==> config.mk <==
export PLATFORM = sky130hd
export DESIGN_NAME = pfa_out_reg
export DESIGN_NICKNAME = d
export VERILOG_FILES = /design/src/hdl/pfa_pkg.sv /design/src/hdl/pfa_out_reg.sv
export SDC_FILE = /design/constraint.sdc
export NUM_CORES = 1
export LEC_CHECK = 0
export BUFFER_PORTS_ARGS = -buffer_cell sky130_fd_sc_hd__buf_2
export CAP_MARGIN = 5
export CORE_MARGIN = 1
export CORE_UTILIZATION = 40
export DETAILED_ROUTE_END_ITERATION = 7
export PLACE_DENSITY = 0.71
export SETUP_SLACK_MARGIN = 0.3
export SLEW_MARGIN = 40
export SYNTH_ARGS = -nofsm -noshare
export SYNTH_HDL_FRONTEND = slang
export SYNTH_SLANG_ARGS = --single-unit
export TNS_END_PERCENT = 50
==> constraint.sdc <==
create_clock -name clk_i -period 1.04 [get_ports clk_i]
set_clock_uncertainty 0.05 [all_clocks]
set_input_delay 0 -clock clk_i [delete_from_list [all_inputs] [get_ports clk_i]]
set_output_delay 0 -clock clk_i [all_outputs]
set_load 0.01 [all_outputs]
==> src/hdl/pfa_pkg.sv <==
// Package for the page frame allocator: field widths, codes and the result record.
// Used by the allocator top and its output register; depends on nothing.
package pfa_pkg;

  // Default sizes of the frame table and of the free batch buffer.
  localparam int unsigned DEF_NUM_FRAMES = 4096;
  localparam int unsigned DEF_MAX_BATCH  = 16;

  // Fixed widths of the request and result fields.
  localparam int FRAME_W = 12;
  localparam int CNT_W   = 13;
  localparam int CFG_W   = 13;
  localparam int PCNT_W  = 5;

  // Request modes.
  typedef enum logic [1:0] {
    MODE_INIT         = 2'd0,
    MODE_ALLOC_ANY    = 2'd1,
    MODE_ALLOC_ZEROED = 2'd2,
    MODE_FREE         = 2'd3
  } mode_e;

  // Result status codes.
  typedef enum logic [1:0] {
    STATUS_OK            = 2'd0,
    STATUS_SHORTFALL     = 2'd1,
    STATUS_NOT_ALLOCATED = 2'd2,
    STATUS_TOO_LONG      = 2'd3
  } status_e;

  // Per-frame state codes held in the state memory.
  localparam logic [1:0] FS_BUSY = 2'd0;
  localparam logic [1:0] FS_FREE = 2'd1;

  // Configuration register indexes.
  localparam logic CFG_TOTAL_FRAMES = 1'b0;
  localparam logic CFG_FIRST_FREE   = 1'b1;

  // One result item.
  typedef struct packed {
    status_e              status;
    logic                 has_frame;
    logic [FRAME_W-1:0]   frame;
    logic                 needs_zeroing;
    logic                 last;
    logic [CNT_W-1:0]     available;
  } result_t;

endpackage

==> src/hdl/pfa_out_reg.sv <==
// Output holding register for result items, parting the allocator from the sink.
// Depends on pfa_pkg for the result record.
module pfa_out_reg
  import pfa_pkg::*;
(
  input  logic               clk_i,
  input  logic               rst_ni,
  input  logic               load_i,
  input  result_t            res_i,
  output logic               ready_o,
  output logic               out_valid_o,
  input  logic               out_ready_i,
  output logic [1:0]         status_o,
  output logic               has_frame_o,
  output logic [FRAME_W-1:0] out_frame_o,
  output logic               needs_zeroing_o,
  output logic               last_o,
  output logic [CNT_W-1:0]   available_o
);

  logic    valid_q;
  result_t res_q;

  // A new result may be loaded when the register is empty or being drained.
  assign ready_o = !valid_q || out_ready_i;

  always_ff @(posedge clk_i or negedge rst_ni) begin
    if (!rst_ni) begin
      valid_q <= 1'b0;
      res_q   <= '0;
    end else if (load_i && ready_o) begin
      valid_q <= 1'b1;
      res_q   <= res_i;
    end else if (out_ready_i) begin
      valid_q <= 1'b0;
    end
  end

  assign out_valid_o     = valid_q;
  assign status_o        = res_q.status;
  assign has_frame_o     = res_q.has_frame;
  assign out_frame_o     = res_q.frame;
  assign needs_zeroing_o = res_q.needs_zeroing;
  assign last_o          = res_q.last;
  assign available_o     = res_q.available;

endmodule

=== Word-level counts from Yosys, hierarchy flattened ===
Cells that the tools add are included.
W data, S select, Z words.

* Register bits after elaboration: 31
* Bits of input ports: 34
* Logic and storage cells: 13

* Muxes and demuxes: 2
* Reduce and logical (&&, ||, !) cells: 4

{| class="wikitable"
|+ Operators by type and width
! operator !! count
|-
| $mux W1 || 2
|-
| $reduce_bool A2 Y1 || 1
|-
| $logic_and A1 B1 Y1 || 1
|-
| $logic_not A1 Y1 || 1
|-
| $logic_or A1 B1 Y1 || 1
|}

=== Depth between registers and ports, before layout ===
* Depth in word-level cells: 4
* Mapped depth: 4
* Gate-level depth less buffers: 3

=== Least setup slack after synthesis ===
No wires, ideal clock.

* Path kind: register -> register
* From: register valid_q, in the netlist out_valid_o
* To: register res_q, in the netlist available_o[0]
* Library setup time: 125 ps
* Arrival time: 1053 ps
* Data required time: 865 ps
* Slack: -188 ps
* Stages on the path, launching flop included: 5
* Buffers on the path: 1
* Clock period less this slack: 1228 ps
* Cells stage by stage: dfrtp_1 > nand2b_4 > nand2_4 > buf_12 > mux2_4

* Longest elaborated chain between the ends: 3

{| class="wikitable"
|+ RTL lines
! element !! line !! text
|-
| from (decl) || pfa_out_reg.sv:21 || <nowiki>logic valid_q;</nowiki>
|-
| from (signal assigned) || pfa_out_reg.sv:29 || <nowiki>valid_q <= 1'b0;</nowiki>
|-
| from (signal assigned) || pfa_out_reg.sv:32 || <nowiki>valid_q <= 1'b1;</nowiki>
|-
| from (signal assigned) || pfa_out_reg.sv:35 || <nowiki>valid_q <= 1'b0;</nowiki>
|-
| $logic_not A1 Y1 || pfa_out_reg.sv:25 || <nowiki>assign ready_o = !valid_q || out_ready_i;</nowiki>
|-
| $logic_or A1 B1 Y1 || pfa_out_reg.sv:25 ||
|-
| named net ready_o || pfa_out_reg.sv:10 || <nowiki>output logic ready_o,</nowiki>
|-
| $logic_and A1 B1 Y1 || pfa_out_reg.sv:31 || <nowiki>end else if (load_i && ready_o) begin</nowiki>
|-
| to (signal assigned) || pfa_out_reg.sv:33 || <nowiki>res_q <= res_i;</nowiki>
|-
| to (decl) || pfa_out_reg.sv:22 || <nowiki>result_t res_q;</nowiki>
|}

The timed path passes the listed nets, and every way through them passes these cells.
A chain may end at the register's enable or synchronous reset.

=== Worst setup path after layout ===
* From: register valid_q, in the netlist out_valid_o
* To: register res_q, in the netlist needs_zeroing_o

* Longest elaborated chain between the ends: 3

{| class="wikitable"
|+ RTL lines
! element !! line
|-
| $logic_not A1 Y1 || pfa_out_reg.sv:25
|-
| $logic_or A1 B1 Y1 || pfa_out_reg.sv:25
|-
| $logic_and A1 B1 Y1 || pfa_out_reg.sv:31
|}

No other way between the ends.

==> impl_metrics.py <==
metrics = {
    "cts": {
        "numCtsBuffers": 5,
        "cts-root-buf": "clkbuf_4",
        "insertion_delay_ns": 0.31,
        "cts_tree": "done",
        "clock_sinks": 31,
        "h-tree-depth": 2,
        "cts_buffer_depth": 2,
        "clk_pin_slew_ns": 0.09,
        "postCtsSetupRepairBufs": 0,
    },
    "floorplanning": {
        "die-area_um2": 3530,
        "coreArea_um2": 3100,
        "die_x_um": 59.4,
        "die_h_um": 59.4,
        "io_pins": 66,
        "rows": 20,
        "initial_core_util_pct": 42.5,
    },
    "detailed_routing": {
        "drt_iter0_drc": 41,
        "routedWlPerCell_um": 13.2,
        "drcViolationCount": 0,
        "avgViaCountPerCell": 4.30,
        "finalWirelength_um": 2860,
        "ant_nets": 0,
        "drtPass1Iterations": 4,
        "vias": 933,
    },
    "critical_path": {
        "cp_cell_sequence": "nand2b_4, nand2_4, buf_12, mux2_4",
        "cp_max_fo": 18,
        "slowest_stage": "dfrtp_1",
        "critPathCaptureType": "register",
        "critPathLaunchType": "register",
        "path_delay_family": "flip-flops",
        "crit_buf_inv": 1,
        "cp_slowest_stage_delay_ns": 0.40,
        "required_ns": 1.20,
        "critical_path_class": "reg2reg",
        "cp_data_arrival_time_ns": 1.37,
    },
    "global_route": {
        "grt_pass1_wl_um": 4340,
        "antenna_found_initial": 0,
        "met1_usage_pct": 20.1,
        "track_usage_pct": 17.8,
        "use_met3_pct": 7.21,
        "grtUsageMet2_pct": 29.7,
        "grt_pass1_vias": 929,
        "gr-total-overflow": 0,
        "top_usage_layer": "met2",
        "grt_start_max_net_pins": 19,
    },
    "timing": {
        "final-setup-viol-count": 31,
        "min_period_ns": 1.21,
        "finalHoldViolCount": 0,
        "relSlewSlack_pct": 77.7,
        "fmax_ghz": 0.826,
        "rsz0062_at_grt": "yes",
        "timing.final.crit_share_pct": 116,
        "worst_pin_slew_ns": 0.334,
        "drv_slew": 0,
        "setup_ws_ns": -0.171,
        "fin_setup_tns_ns": -4.78,
    },
    "pwr": {
        "intPower_uw": 2230,
        "p_sw_uw": 795,
        "powerDensity_nw_per_um2": 1440,
        "switching_share_pct": 26.3,
        "p_comb_share_pct": 28.0,
        "power_frac_seq_pct": 49.0,
        "vdd_drop_max_mv": 0.657,
        "p_leak_uw": 0.00110,
        "power_frac_clock_pct": 23.0,
    },
    "cells_and_area": {
        "fin_area_um2": 2100,
        "antenna_cells": 0,
        "area_growth_pct": 59.0,
        "drive_gt1_share_pct": 63.0,
        "fin_cells": 217,
        "final_util_pct": 67.6,
        "final_nets": 207,
    },
    "placed_design": {
        "placed_area_um2": 1700,
        "dp_cells": 178,
        "routabilityCongestion": 0.596,
        "dp_hpwl_um": 1840,
        "io_buffer_count": 65,
    },
    "outcome": {
        "status": "finished, violations left",
        "violations": "setup timing",
    },
    "synthesis": {
        "syn_avg_cell_area_um2": 19.7,
        "synthCells": 67,
        "ys_ff_latch": 31,
        "synth-warning-count": 0,
        "synth_seq_area_share_pct": 58.8,
        "synth_cell_types": 6,
        "synth_nets": 101,
        "syn_area_um2": 1320,
    },
    "flow_run": {
        "max_cap_viol_count": 0,
    },
    "min_path": {
        "min_path_type": "in2async",
    },
}
-- state kept, by name, indices dropped and copies added, names as in the netlist --
name and count:
available_o 13, has_frame_o 1, last_o 1, needs_zeroing_o 1
out_frame_o 12, out_valid_o 1, status_o 2
-- final timing paths --
path,start,to,slack [ns],cells past startpoint
worst max-delay path,out_valid_o,needs_zeroing_o,-0.17,4
worst min-delay path,rst_ni,out_frame_o[0],0.05,2
worst max register to register,out_valid_o,needs_zeroing_o,-0.17,4
worst min register to register,out_frame_o[3],out_frame_o[3],0.46,1
max in group asynchronous,rst_ni,has_frame_o,0.48,3
min in group clk_i,load_i,available_o[8],0.18,4
-- placed cells by master, fill, tap and decap left out --
master	netlist	final
buf_4	0	3
nand2_4	1	1
clkbuf_4	0	5
dlygate4sd3_1	0	32
buf_6	0	3
buf_2	0	62
buf_12	3	2
or2b_1	1	1
mux2_4	30	30
nand2b_4	1	1
dfrtp_1	31	31
clkinv_2	0	1
clkbuf_8	0	1
-- metrics by stage --
step	worst slack (ns)	hold slack (ns)	total power (µW)
after detailed placement	-0.171	-0.132	2240
after global placement	-0.133	-0.141	2220
after floorplan	-0.185	-0.346	1940
after CTS	-0.183	-0.137	3040
after global routing	-0.226	0.0620	3210
final	-0.171	0.0483	3030
-- cell families (layout without fill, tap and decap cells) --
family                 count (synthesis)  count (layout)  synth area share [%]
muxes                                 30              30                  34.2
and+or+nand+nor                        3               3                  2.47
DFF                                   31              31                  58.8
buffers and inverters                  3             109                  4.55
-- synthesized netlist by cell type --
cell      number  area, µm²
buf_12         3       60.1
dfrtp_1       31        776
mux2_4        30        450
nand2_4        1       11.3
nand2b_4       1       13.8
or2b_1         1       7.51
-- per-layer routing --
metal,wire length [µm],up-vias
li1,-,441
met4,42,0
met3,182,7
met1,1160,441
met2,1480,44
met5,0,-
-- final cells by class --
| type | instances | area (µm²) |
|---|---|---|
| Multi-Input combinational cell | 33 | 483 |
| Clock inverter | 1 | 5.00 |
| Timing Repair Buffer | 102 | 727 |
| Fill cell | 240 | 1010 |
| Clock buffer | 6 | 51.3 |
| Sequential cell | 31 | 776 |
| Tap cell | 44 | 55.1 |
-- power groups by stage --
| stage | logic (µW) | registers [µW] | clock network (µW) |
|---|---|---|---|
| after floorplan | 357 | 1580 | 0 |
| after global placement | 727 | 1490 | 0 |
| after detailed placement | 745 | 1490 | 0 |
| after CTS | 832 | 1480 | 736 |
| after global routing | 909 | 1500 | 803 |
| final | 848 | 1480 | 696 |
-- timing repair --
item	CTS	global route
gates resized for setup	1	2
hold endpoints to repair	62	3
hold buffers	29	3
endpoints found under the setup margin	63	63
Power figures use the tool's default switching activity.
