## src/hdl/pfa_ram.sv

```systemverilog
// Generic single-write, single-read synchronous RAM with a registered read.
// Stand-alone; used for the frame state, next link and batch memories.
module pfa_ram #(
  parameter int unsigned W = 8,
  parameter int unsigned D = 16,
  localparam int unsigned AW = (D > 1) ? $clog2(D) : 1
) (
  input  logic          clk_i,
  input  logic          we_i,
  input  logic [AW-1:0] waddr_i,
  input  logic [W-1:0]  wdata_i,
  input  logic          re_i,
  input  logic [AW-1:0] raddr_i,
  output logic [W-1:0]  rdata_o
);

  logic [W-1:0] mem_q [D];
  logic [W-1:0] rdata_q;

  // Write port and registered read port; read data holds between reads.
  always_ff @(posedge clk_i) begin
    if (we_i) begin
      mem_q[waddr_i] <= wdata_i;
    end
    if (re_i) begin
      rdata_q <= mem_q[raddr_i];
    end
  end

  assign rdata_o = rdata_q;

endmodule

```

## config.mk

```make
export PLATFORM = sky130hd
export DESIGN_NAME = pfa_ram
export DESIGN_NICKNAME = d
export VERILOG_FILES = /design/src/hdl/pfa_ram.sv
export SDC_FILE = /design/constraint.sdc
export NUM_CORES = 1
export LEC_CHECK = 0
export BUFFER_PORTS_ARGS = -buffer_cell sky130_fd_sc_hd__buf_2
export CELL_PAD_IN_SITES_DETAIL_PLACEMENT = 1
export CELL_PAD_IN_SITES_GLOBAL_PLACEMENT = 1
export CORE_UTILIZATION = 30
export CTS_BUF_LIST = sky130_fd_sc_hd__clkbuf_16
export DETAILED_ROUTE_END_ITERATION = 10
export PLACE_DENSITY = 0.52
export SETUP_SLACK_MARGIN = 0.4
export SLEW_MARGIN = 10
export SYNTH_ARGS = -nofsm -noshare
export SYNTH_HDL_FRONTEND = slang
export SYNTH_SLANG_ARGS = --single-unit
```

## constraint.sdc

```tcl
create_clock -name clk_i -period 1.9 [get_ports clk_i]
set_clock_uncertainty 0.15 [all_clocks]
set_input_delay 0.095 -clock clk_i [delete_from_list [all_inputs] [get_ports clk_i]]
set_output_delay 0.095 -clock clk_i [all_outputs]
set_load 0.1 [all_outputs]
```

==> Word level (Yosys, flattened, before mapping) <==
Memories as Yosys holds them, arrays and structs flattened. A register that Yosys moved wholly into a read port is not among the register bits.
Cells that the tools add are included.
{ "classes": {"muxes": 2} }
{ "op_table": {"columns": ["cell", "n"], "rows": [
  ["1-bit 2-to-1 mux", 2]
]} }
{ "totals": {"memories": 1, "ramBits": 128, "wordCells": 3, "out_inout_bits": 8, "in_bits": 19, "regBits": 0} }
{ "memory_table": {"columns": ["memory", "depth", "word_bits", "rd", "rd_ports_with_merged_regs", "wr", "line_no", "source"], "rows": [
  ["mem_q", 16, 8, 1, 1, 1, "17", "logic [W-1:0] mem_q [D];"]
]} }

==> Logic depth before layout (Yosys ltp) <==
Gate-level depths: netlist of run 1.
{ "depth": {"ltp_word": 2, "ltp_mapped": 5} }

==> Least setup slack after synthesis of run 1 <==
OpenSTA, ideal clock, no wires.
{ "synth_path": {"path_type": "input to register", "startpoint": "input waddr_i[2]", "endpoint": "memory mem_q[0][0], enable pin", "path_stages": 2, "path_slack_ps": 162, "required_ps": 1367, "setup_time_ps": 383, "arrival_time_ps": 1205, "path_buffers": 0, "path_cell_list": "or3b_2 nor3_1"} }
{ "synth_rtl": {"columns": ["item", "line_no", "source"], "rows": [
  ["from (decl)", "10", "input logic [AW-1:0] waddr_i,"],
  ["to (decl)", "17", null]
]} }
No word-level cell before the write port.

==> impl_metrics.yaml, run 1 <==
logic_synthesis:
  yosys-top-cells-area: "edfxtp_1 78%, mux4_2 7.8%, mux4_1 7.0%"
  synth_ff_type: "edfxtp_1"
  synth_edf_count: 136
  syn-num-nets: 248
  ys_async_sr_fraction: 0
  syn_area_per_cell_um2: 22.8
  netlist_area_um2: 5230
  syn_inst: 229
  synth_cell_type_count: 18
  ys_seq_area_frac: 0.781
  ys_ff_latch: 136
  synth_top_cell_area_share: 0.781
  yosysMostFrequentCell: "edfxtp_1"
  synth_top_area_cell: "edfxtp_1"
  synthTopCellsByCount: "136 x edfxtp_1, 18 x mux4_2, 16 x a22oi_1"
  synth_warnings: 0
placed_design:
  place_hpwl_um: 7270
  portBuffers: 26
  place_ws_ns: 0.0611
  place_area_um2: 5760
  place_congestion: 0.663
  dp_cells: 488
finish:
  diodes: 0
  post-route-cell-area_um2: 6430
  layout-drive-gt1-share: 0.362
  area_growth_pct: 23.1
  layout.cells.non_filler: 529
  fin_util: 0.383
  fin_nets: 315
critical_path:
  r2r_end: "rdata_o[2]$_DFFE_PP_"
  crit_path_end_kind: "flop"
  r2r_cells: 3
  r2r_slack_ns: 0.31
  cpPeakStageDelay_ns: 0.48
  crit_buf_inv: 0
  worst_ep_required_time_ns: 1.91
  arrival_ns: 1.59
  cp_cell_sequence: "mux4_2 > a22oi_2 > nand2_1"
  reg2reg_from: "mem_q[3][2]$_DFFE_PP_"
  crit_fanout: 1
  critPathSlowestCell: "mux4_2"
  path_class: "reg2reg"
  start_kind: "flop"
  crit_family: "multiplexers"
clocking:
  path_clk_slew_ns: 0.05
  clock_path_buffers: 2
  numCtsBuffers: 17
  cts_tree: "built"
  postCtsSetupBuffers: 0
  clkSinkCount: 136
  htree_levels: 4
  cts_root_buf: "clkbuf_16"
  clkLatencyLatePin_ns: 0.41
sta:
  fin_tns_setup_ns: 0
  setup_violations: 0
  max_freq_ghz: 0.630
  hold_ws_ns: 0.113
  drv_slew: 0
  final.min_clock_period_ns: 1.59
  rsz0062_at_grt: "true"
  finalCritPeriodShare: 0.835
  worst_pin_slew_ns: 0.509
  slew_headroom: 0.661
  fin_ws_ns: 0.314
  hold_viol: 0
power:
  leakage_nw: 2.13
  p_clk_frac: 0.448
  p_total_mw: 7.00
  pwr-share-seq: 0.486
  vdd_ir_drop_max_mv: 0.738
  powerDensity_nw_per_um2: 1090
  switching_share: 0.206
  p_int_mw: 5.56
  power_frac_comb: 0.066
  power_switching_mw: 1.44
detailed_routing:
  antenna_left: 0
  viasPerCell: 4.63
  drt_iter0_drc: 196
  first_pass_iters: 4
  wl_um: 11100
  vias: 2450
  drc_errors: 0
  avgRoutedWirePerCell_um: 21.1
global_route:
  grt_pass1_wl_um: 16900
  gr-usage-all-layers: 0.137
  antenna_found_initial: 0
  grt_max_degree: 19
  grt-ovfl-total: 0
  grt_pass1_vias: 2664
worst_hold_path:
  hold_path.startpoint: "waddr_i[1]"
  min_to: "mem_q[0][4]$_DFFE_PP_"
  hp-class: "in2reg"
  hold_depth: 3
floorplanning:
  die_h_um: 134
  dieArea_um2: 18000
  io_pins: 27
  core_um2: 16800
  die_w_um: 134
  num_rows: 47
  start_util: 0.311
run:
  cap_violations: 0
outcome:
  status: "finished, final reports clean"
[layer usage]
layer  GRT usage  up-vias  share of wire
met5           0        -              0
met4      0.0682        0          0.015
met3      0.0302       11          0.023
met2       0.207       44           0.48
met1       0.187     1295           0.48
li1            -     1100              -
[logic make-up (layout without fill, tap and decap cells)]
group                  Yosys count  count (layout)  share of synthesized area
buffers and inverters           10              90                     0.0165
AO/OA/AOI/OAI                   16              16                     0.0230
AND/OR/NAND/NOR                 35              35                     0.0314
multiplexers                    32              32                      0.148
flip-flops                     136             136                      0.781
[worst reg2reg max path, cell delays in order (launching register included)]
cell and delay, ns:
edfxtp_1 0.36, mux4_2 0.48, a22oi_2 0.26, nand2_1 0.08
[worst max path at each step]
stage	start	end	cells after the start
finish	mem_q[3][2]$_DFFE_PP_	rdata_o[2]$_DFFE_PP_	3
global route	mem_q[9][7]$_DFFE_PP_	rdata_o[7]$_DFFE_PP_	3
CTS	mem_q[3][2]$_DFFE_PP_	rdata_o[2]$_DFFE_PP_	3
detailed placement	raddr_i[0]	rdata_o[2]$_DFFE_PP_	5
global placement	raddr_i[0]	rdata_o[1]$_DFFE_PP_	5
floorplan	raddr_i[0]	rdata_o[1]$_DFFE_PP_	5
[flip-flops by register name, summed over array words and instances (netlist names)]
signal / flops
mem_q: 128
rdata_o: 8
[cell type report]
type / count / area [µm²]
Clock buffer: 17 / 425
Clock inverter: 15 / 143
Fill cell: 1674 / 10400
Multi-Input combinational cell: 83 / 1070
Sequential cell: 136 / 4080
Tap cell: 220 / 275
Timing Repair Buffer: 58 / 438
[repair_timing]
item                                   4_1_cts  5_1_grt
hold buffers                                 9        0
pin swaps                                    8        4
endpoints found under the hold margin      136        0
resized for setup                           18        4
setup endpoints to repair                   11        8
[placed cells by master (no fill, tap or decap)]
cell type	n
edfxtp_1	136
nand3_1	1
clkinv_1	6
and2_1	1
nor2_1	13
mux4_1	4
buf_2	23
nor3_1	3
clkinv_2	3
mux4_2	28
and2b_1	1
clkinvlp_4	1
clkbuf_16	17
inv_1	2
a22oi_1	7
a22oi_2	9
bufinv_16	3
nor2b_1	1
or3b_2	1
dlygate4sd3_1	9
buf_12	3
nor3_2	1
nand3b_1	2
nand2_1	9
buf_4	23
nand2b_1	2
[power groups by stage]
| stage | registers [mW] | logic (mW) | clock network, mW |
|---|---|---|---|
| finish | 3.40 | 0.464 | 3.14 |
| global route | 3.41 | 0.498 | 3.32 |
| CTS | 3.40 | 0.468 | 3.20 |
| detailed placement | 3.46 | 0.436 | 0 |
| global placement | 3.46 | 0.431 | 0 |
| floorplan | 3.56 | 0.173 | 0 |
(Power assumes the default switching activity.)
==> run 2: changes to the inputs <==
Clock period 1.9 ns to 1.6 ns, I/O delays scaled along.
==> run 2 against run 1 <==
Flip-flop and latch count stayed put. Critical path depth stayed put. Power up 17%. Design area increased by 2.6%. Setup slack lost 0.28 ns. Combinational power is 34% higher. Critical endpoint is now rdata_o[3]$_DFFE_PP_. Largest cell class unchanged. Largest power group unchanged.
==> impl_metrics.yaml, run 2 (same netlist as run 1, synthesis figures left out) <==
outcome:
  status: "finished, final reports clean"
floorplanning:
  io_pins: 27
  die_w_um: 134
  num_rows: 47
  start_util: 0.311
  die_h_um: 134
  dieArea_um2: 18000
  core_um2: 16800
clocking:
  htree_levels: 4
  cts_tree: "built"
  numCtsBuffers: 17
  clkLatencyLatePin_ns: 0.41
  clock_path_buffers: 2
  path_clk_slew_ns: 0.05
  cts_root_buf: "clkbuf_16"
  clkSinkCount: 136
  postCtsSetupBuffers: 0
critical_path:
  crit_path_end_kind: "flop"
  path_class: "reg2reg"
  critPathSlowestCell: "mux4_2"
  worst_ep_required_time_ns: 1.61
  cp_cell_sequence: "mux4_2 > a22oi_2 > nand2_1"
  r2r_cells: 3
  crit_fanout: 1
  arrival_ns: 1.57
  cpPeakStageDelay_ns: 0.50
  start_kind: "flop"
finish:
  layout-drive-gt1-share: 0.384
  final_cell_mix: "136 x edfxtp_1, 32 x mux4_2, 18 x buf_2"
  fillers: 1632
  largest_reg_flops: 128
  post-route-cell-area_um2: 6600
  area_growth_pct: 26.3
  layout_commonest_cell: "edfxtp_1"
  layout.cells.non_filler: 528
  fin_nets: 315
  top_register: "mem_q"
placed_design:
  place_hpwl_um: 7530
  place_area_um2: 5820
  portBuffers: 26
  dp_cells: 488
  place_ws_ns: -0.247
  place_congestion: 0.670
sta:
  max_freq_ghz: 0.640
  fin_tns_setup_ns: 0
  setup_violations: 0
  fin_ws_ns: 0.0365
  final.min_clock_period_ns: 1.56
  worst_pin_slew_ns: 1.00
  drv_slew: 0
  rsz0062_at_grt: "true"
  finalCritPeriodShare: 0.977
  slew_headroom: 0.330
  hold_viol: 0
detailed_routing:
  drt_iter0_drc: 225
  highest_layer: "met4"
  vias: 2490
  dr_wl_met2_um: 5590
  antenna_left: 0
  drc_errors: 0
  wl_met3_um: 584
  viasPerCell: 4.72
  wl_um: 11300
  drt-met1-wl_um: 4960
  first_pass_iters: 4
  avgRoutedWirePerCell_um: 21.4
global_route:
  grt_max_degree: 20
  antenna_found_initial: 1
  grt-ovfl-total: 0
  grt_pass1_vias: 2695
  gr-usage-all-layers: 0.140
  grt_pass1_wl_um: 17200
power:
  p_clk_frac: 0.428
  power_switching_mw: 1.68
  p_total_mw: 8.17
  pwr-share-seq: 0.496
  power_frac_comb: 0.076
  p_int_mw: 6.49
  switching_share: 0.206
  vdd_ir_drop_max_mv: 0.663
  leakage_nw: 2.18
  powerDensity_nw_per_um2: 1240
worst_hold_path:
  hp-class: "in2reg"
  hold_depth: 3
run:
  cap_violations: 0
[run 2: changes by cell type in the layout (fill, tap and decap cells not counted), sizes merged]
cell / previous run / this run
bufinv: 3 / 2
clkinv: 9 / 3
clkinvlp: 1 / 0
diode: 0 / 1
inv: 2 / 8
[run 2: power by group through the flow]
| stage | Clock, mW | Combinational, mW | Sequential, mW |
|---|---|---|---|
| global placement | 0 | 0.544 | 4.11 |
| finish | 3.50 | 0.623 | 4.05 |
| global route | 3.70 | 0.663 | 4.06 |
| floorplan | 0 | 0.228 | 4.23 |
| detailed placement | 0 | 0.552 | 4.11 |
| CTS | 3.58 | 0.635 | 4.05 |
[run 2: layout make-up]
type,instances,area [µm²],share of cell area
Sequential cell,136,4080,0.619
Multi-Input combinational cell,83,1100,0.166
Tap cell,220,275,0.0417
Clock buffer,17,425,0.0645
Antenna cell,1,2.50,0.000379
Clock inverter,13,104,0.0157
Timing Repair Buffer,58,613,0.0929
[run 2: critical path: cells and delay by family, from the launching register on]
family / cells / cell delay [ns]
AOI/OAI and AO/OA: 1 / 0.23
DFF: 1 / 0.37
muxes: 1 / 0.50
and+or+nand+nor: 1 / 0.07
[run 2: repair_timing]
action,4_1_cts,5_1_grt
resized for setup,39,1
pin swaps,1,3
hold buffers,9,0
hold endpoints to repair,136,0
setup endpoints to repair,16,16
[run 2: path summary, 6_finish.rpt]
kind | start | end | slack, ns
hold / removal | waddr_i[1] | mem_q[0][0]$_DFFE_PP_ | 0.08
hold reg to reg | mem_q[15][5]$_DFFE_PP_ | rdata_o[5]$_DFFE_PP_ | 0.60
setup reg to reg | mem_q[11][3]$_DFFE_PP_ | rdata_o[3]$_DFFE_PP_ | 0.04
setup / recovery | mem_q[11][3]$_DFFE_PP_ | rdata_o[3]$_DFFE_PP_ | 0.04
[run 2: through the flow]
stage	utilization	hold slack, ns
global placement	0.346	0.327
finish	0.392	0.0752
detailed placement	0.346	0.332
floorplan	-	0.0289
global route	0.392	0.0806
CTS	0.392	0.0586
[run 2: routing by layer]
metal  global-route usage  vias up
li1                     -     1100
met1                0.179     1315
met2                0.225       60
met3               0.0393       15
met4               0.0581        0
met5                    0        -
